[src/hdl/dfq_ram.sv]
// Generic single-port-write, single-port-read RAM with a registered read.
// Used for the queue's key storage; depends on nothing.
module dfq_ram #(
	parameter int WIDTH = 64,
	parameter int DEPTH = 64
) (
	input  logic                                     clk,
	input  logic                                     wr_en,
	input  logic [(DEPTH > 1 ? $clog2(DEPTH) : 1)-1:0] wr_addr,
	input  logic [WIDTH-1:0]                         wr_data,
	input  logic                                     rd_en,
	input  logic [(DEPTH > 1 ? $clog2(DEPTH) : 1)-1:0] rd_addr,
	output logic [WIDTH-1:0]                         rd_data
);

	logic [WIDTH-1:0] mem_q [DEPTH];
	logic [WIDTH-1:0] rd_data_q;

	always_ff @(posedge clk) begin
		if (wr_en) begin
			mem_q[wr_addr] <= wr_data;
		end
		if (rd_en) begin
			rd_data_q <= mem_q[rd_addr];
		end
	end

	assign rd_data = rd_data_q;

endmodule

[config.mk]
export PLATFORM = sky130hd
export DESIGN_NAME = dfq_ram
export DESIGN_NICKNAME = d
export VERILOG_FILES = /design/src/hdl/dfq_ram.sv
export SDC_FILE = /design/constraint.sdc
export NUM_CORES = 2
export LEC_CHECK = 0
export ABC_AREA = 1
export BUFFER_PORTS_ARGS = -buffer_cell sky130_fd_sc_hd__buf_2
export CAP_MARGIN = 20
export CELL_PAD_IN_SITES_DETAIL_PLACEMENT = 0
export CELL_PAD_IN_SITES_GLOBAL_PLACEMENT = 1
export CORE_AREA = 2 2 713 715
export DETAILED_ROUTE_END_ITERATION = 8
export DIE_AREA = 0 0 715 717
export HOLD_SLACK_MARGIN = 0.02
export PLACE_DENSITY_LB_ADDON = 0.2
export REMOVE_ABC_BUFFERS = 1
export SLEW_MARGIN = 20
export SYNTH_ARGS = -nofsm -noshare
export SYNTH_HDL_FRONTEND = slang
export SYNTH_SLANG_ARGS = --single-unit
[constraint.sdc]
create_clock -name clk -period 20.5 [get_ports clk]
set_input_delay 1.025 -clock clk [delete_from_list [all_inputs] [get_ports clk]]
set_output_delay 1.025 -clock clk [all_outputs]
set_load 0.05 [all_outputs]
==> qor_table.md <==
| Stage | Metric | Value |
|:---|:---|:---|
| outcome | Status | completed |
| route | Routed WL per cell | 28.6 um |
| final layout | Area used by sequential logic in the layout | 125000 um^2 |
| critical path | Category of cells accounting for the largest share of critical-path delay | buffers and inverters |
| timing | Worst hold-check slack | 0.403 ns |
| critical path | Worst reg2reg setup slack | 18.74 ns |
| synth | Number of warning messages in the yosys log | 0 |
| route | Total iterations of the first detailed-routing run | 7 |
| synth | Number of storage elements in the synthesis netlist | 4160 |
| synth | Number of distinct library cell variants in the gate-level netlist after synthesis | 15 |
| floorplanning | Starting density of the core | 32.9% |
| timing | Clk_skew | 0.0390 ns |
| placed design | Total half-perimeter wirelength after legalization and detailed placement | 287000 um |
| synth | Fraction of post-synthesis cell area in the top cell type by area | 75.3% |
| floorplanning | Core Box Area | 505000 um^2 |
| critical path | Highest fanout seen on the critical path | 215 |
| synth | Area of the mapped netlist | 166000 um^2 |
| power and ir drop | Worst IR Drop VDD | 72.0 uV |
| timing | Worst Tran Pin Value | 1.34 ns |
| route | Remaining antenna violation count | 0 |
| floorplanning | Die boundary height | 717 um |
| global route | Number of antenna violations at the first check in global routing | 35 |
| route | Vias | 108k |
| min path | Hold_sp | wr_data[52] |
| route | Drt via density | 5.24 |
| placed design | Placed cell count | 19.7k |
| clock tree | Number of buffers inserted by post-CTS setup repair | 0 |
| final layout | Footprint of the multi-input gates | 36600 um^2 |
| global route | Overflow left after global routing | 0 |
| route | Detailed-route DRC error count | 0 |
| clock tree | Clock Root Buffer | sky130_fd_sc_hd__clkbuf_16 |
| global route | Via count of the first global-routing pass | 103k |
| power and ir drop | Leakage dissipation | 64.9 nW |
| synth | Dominant cell type by area after synthesis | sky130_fd_sc_hd__edfxtp_1 |
| critical path | Crit path max-delay cell type | sky130_fd_sc_hd__buf_4 |
| clock tree | Number of buffers between clock root and the deepest sink | 4 |
| placed design | Routability-driven placement congestion ratio | 0.748 |
| critical path | Critical Setup Path Class | in -> reg |
| floorplanning | Number of placement rows | 261 |
| synth | Synth Instances | 13.4k |
| critical path | Largest incremental delay on the critical path | 0.91 ns |
| final layout | Non-filler instance count after layout | 20.5k |
| synth | Largest cells by area after synthesis | sky130_fd_sc_hd__edfxtp_1 (75%), sky130_fd_sc_hd__nand3_1 (12%), sky130_fd_sc_hd__nand2_1 (10%), sky130_fd_sc_hd__buf_2 (1.5%), sky130_fd_sc_hd__buf_4 (0.61%) |
| timing | Setup TNS after final layout | 0 ns |
| final layout | Final non-filler cell area | 188000 um^2 |
| global route | Largest net degree at the start of global routing | 216 |
| placed design | Cell area after placement | 174000 um^2 |
| critical path | Critical path required time | 21.37 ns |
| final layout | Share of layout cells above drive strength 1 | 8.26% |
| critical path | Capturing element type of the critical path | register |
| min path | Hold WC Path Type | in -> reg |
| timing | Time the final worst path needs with I/O delays and setup | 5.03 ns |
| synth | Average size of a mapped cell | 12.4 um^2 |
| final layout | Fillers | 48.5k |
| timing | Number of failing setup endpoints in the final timing report | 0 |
| timing | Setup repair after global routing missed its margin | false |
| min path | End point of the most critical hold path | mem_q[25][52] |
| route | Iteration-0 DRC Markers | 11.3k |
| final layout | Layout-stage area growth over the synthesis result | 13.3% |
| critical path | Endpoint of the worst register-to-register path | rd_data[21] |
| critical path | Count of buffering cells on the critical path with inverters included | 5 |
| synth | Fraction of the yosys area taken by sequential cells | 75.3% |
| placed design | Port bufs | 142 |
| clock tree | Clock tree from TritonCTS | built |
| timing | Final critical-path share of the clock period | 24.6% |
| global route | Overall Global Routing Usage | 22.3% |
| critical path | Nature of the critical path startpoint | input pin |
| floorplanning | DIE WIDTH | 715 um |
| timing | Relative slew margins | 10.6% |
| critical path | Worst path cell trace | buf_12, inv_16, buf_12, buf_4, buf_4, nand2_1, nand3_1, nand3_1, nand3_1, nand3_1, nand2_1, nand2_1, nand2_1 |
| floorplanning | Count of boundary I/O pins | 143 |
| clock tree | Sinks on Clock Net | 4160 |
| critical path | Stages on worst setup path | 13 |
| clock tree | Post-CTS Resized | 0 |
| clock tree | Inserted Clock Buffers | 454 |
| power and ir drop | Overall power of the completed layout | 18.5 mW |
| critical path | Depth of the worst register-to-register path | 8 |
| clock tree | Hold buffer count at cts | 0 |
| clock tree | Clock insertion delay at the later pin of the skew report | 1.06 ns |
| timing | Maximum clock frequency | 199 MHz |
| critical path | Start of the worst register-to-register path | mem_q[30][21] |
| timing | Total count of max-transition violations in the final report | 0 |
| route | Total length of routed wires | 586000 um |
| min path | Min-Delay Path Depth | 1 |
| run | Max-capacitance violation count | 0 |
| timing | Number of hold violations in the final report | 0 |
| power and ir drop | Total power divided by cell area | 98.2 nW/um^2 |
| final layout | Final nets | 13.5k |
| clock tree | Clock slew at reported path FFs | 0.06 ns |
| critical path | Arrival time at the worst endpoint | 5.91 ns |
| floorplanning | Floorplan die area | 513000 um^2 |
| global route | Wire length of the first global-routing pass | 820000 um |
| clock tree | H-tree level count | 5 |
-- cells in the mapped netlist (all sizes together) --
| cell | number |
|---|---|
| clkbuf | 147 |
| inv | 12 |
| nor2 | 56 |
| nand4 | 9 |
| edfxtp | 4160 |
| buf | 750 |
| nand2 | 4416 |
| nand3 | 3847 |
| nor4 | 8 |
-- worst max path at each step --
| stage | end | start | slack [ns] |
|---|---|---|---|
| floorplan | rd_data[14] | rd_addr[0] | 9.24 |
| global placement | rd_data[35] | rd_addr[0] | 14.67 |
| detailed placement | rd_data[63] | rd_addr[0] | 14.67 |
| CTS | rd_data[63] | rd_addr[0] | 15.74 |
| global route | rd_data[54] | rd_addr[0] | 15.31 |
| finish | rd_data[54] | rd_addr[0] | 15.47 |
-- metal layers --
| metal | GRT usage, % | up-vias | wire (um) |
|---|---|---|---|
| met4 | 5.40 | 8 | 14500 |
| met1 | 31.3 | 55800 | 262000 |
| met5 | 0 | - | 57 |
| met3 | 2.53 | 709 | 29100 |
| met2 | 37.0 | 3065 | 280000 |
| li1 | - | 48000 | - |
-- cells by family after synthesis --
family                 count (synthesis)  share of synthesized area (%)
buffers and inverters                909                           2.94
flip-flops                          4160                           75.3
AND/OR/NAND/NOR                     8336                           21.8
-- power breakdown --
part / switching [mW] / internal, mW
registers: 0.0259 / 9.44
clock network: 3.46 / 4.48
logic: 0.824 / 0.240
total: 4.31 / 14.2
-- metrics by stage --
step / setup WS (ns) / utilization [%]
finish: 15.47 / 37.2
global route: 15.31 / 37.2
floorplan: 9.24 / -
CTS: 15.74 / 37.2
global placement: 14.67 / 34.3
detailed placement: 14.67 / 34.4
-- placed cells by master (no fill, tap or decap), drive strengths merged --
master / synthesis / layout
nand4: 9 / 9
bufinv: 0 / 30
edfxtp: 4160 / 4160
nor4: 8 / 8
inv: 12 / 25
clkinvlp: 0 / 4
nand2: 4416 / 4416
diode: 0 / 16
clkinv: 0 / 228
clkbuf: 147 / 557
nand3: 3847 / 3847
nor2: 56 / 56
buf: 750 / 452
-- sequential cells by signal, summed over array words and instances (netlist names) --
name	flops
rd_data	64
mem_q	4096
-- final cells by class --
cell class	count	share of cell area, %
diodes	16	0.0213
clock buffers	557	6.33
clock inverters	275	1.19
inverters	12	0.0559
multi-input cells	8336	19.5
flip-flops and latches	4160	66.5
well taps	6706	4.46
repair buffers	452	1.98
Power figures use the tool's default switching activity.
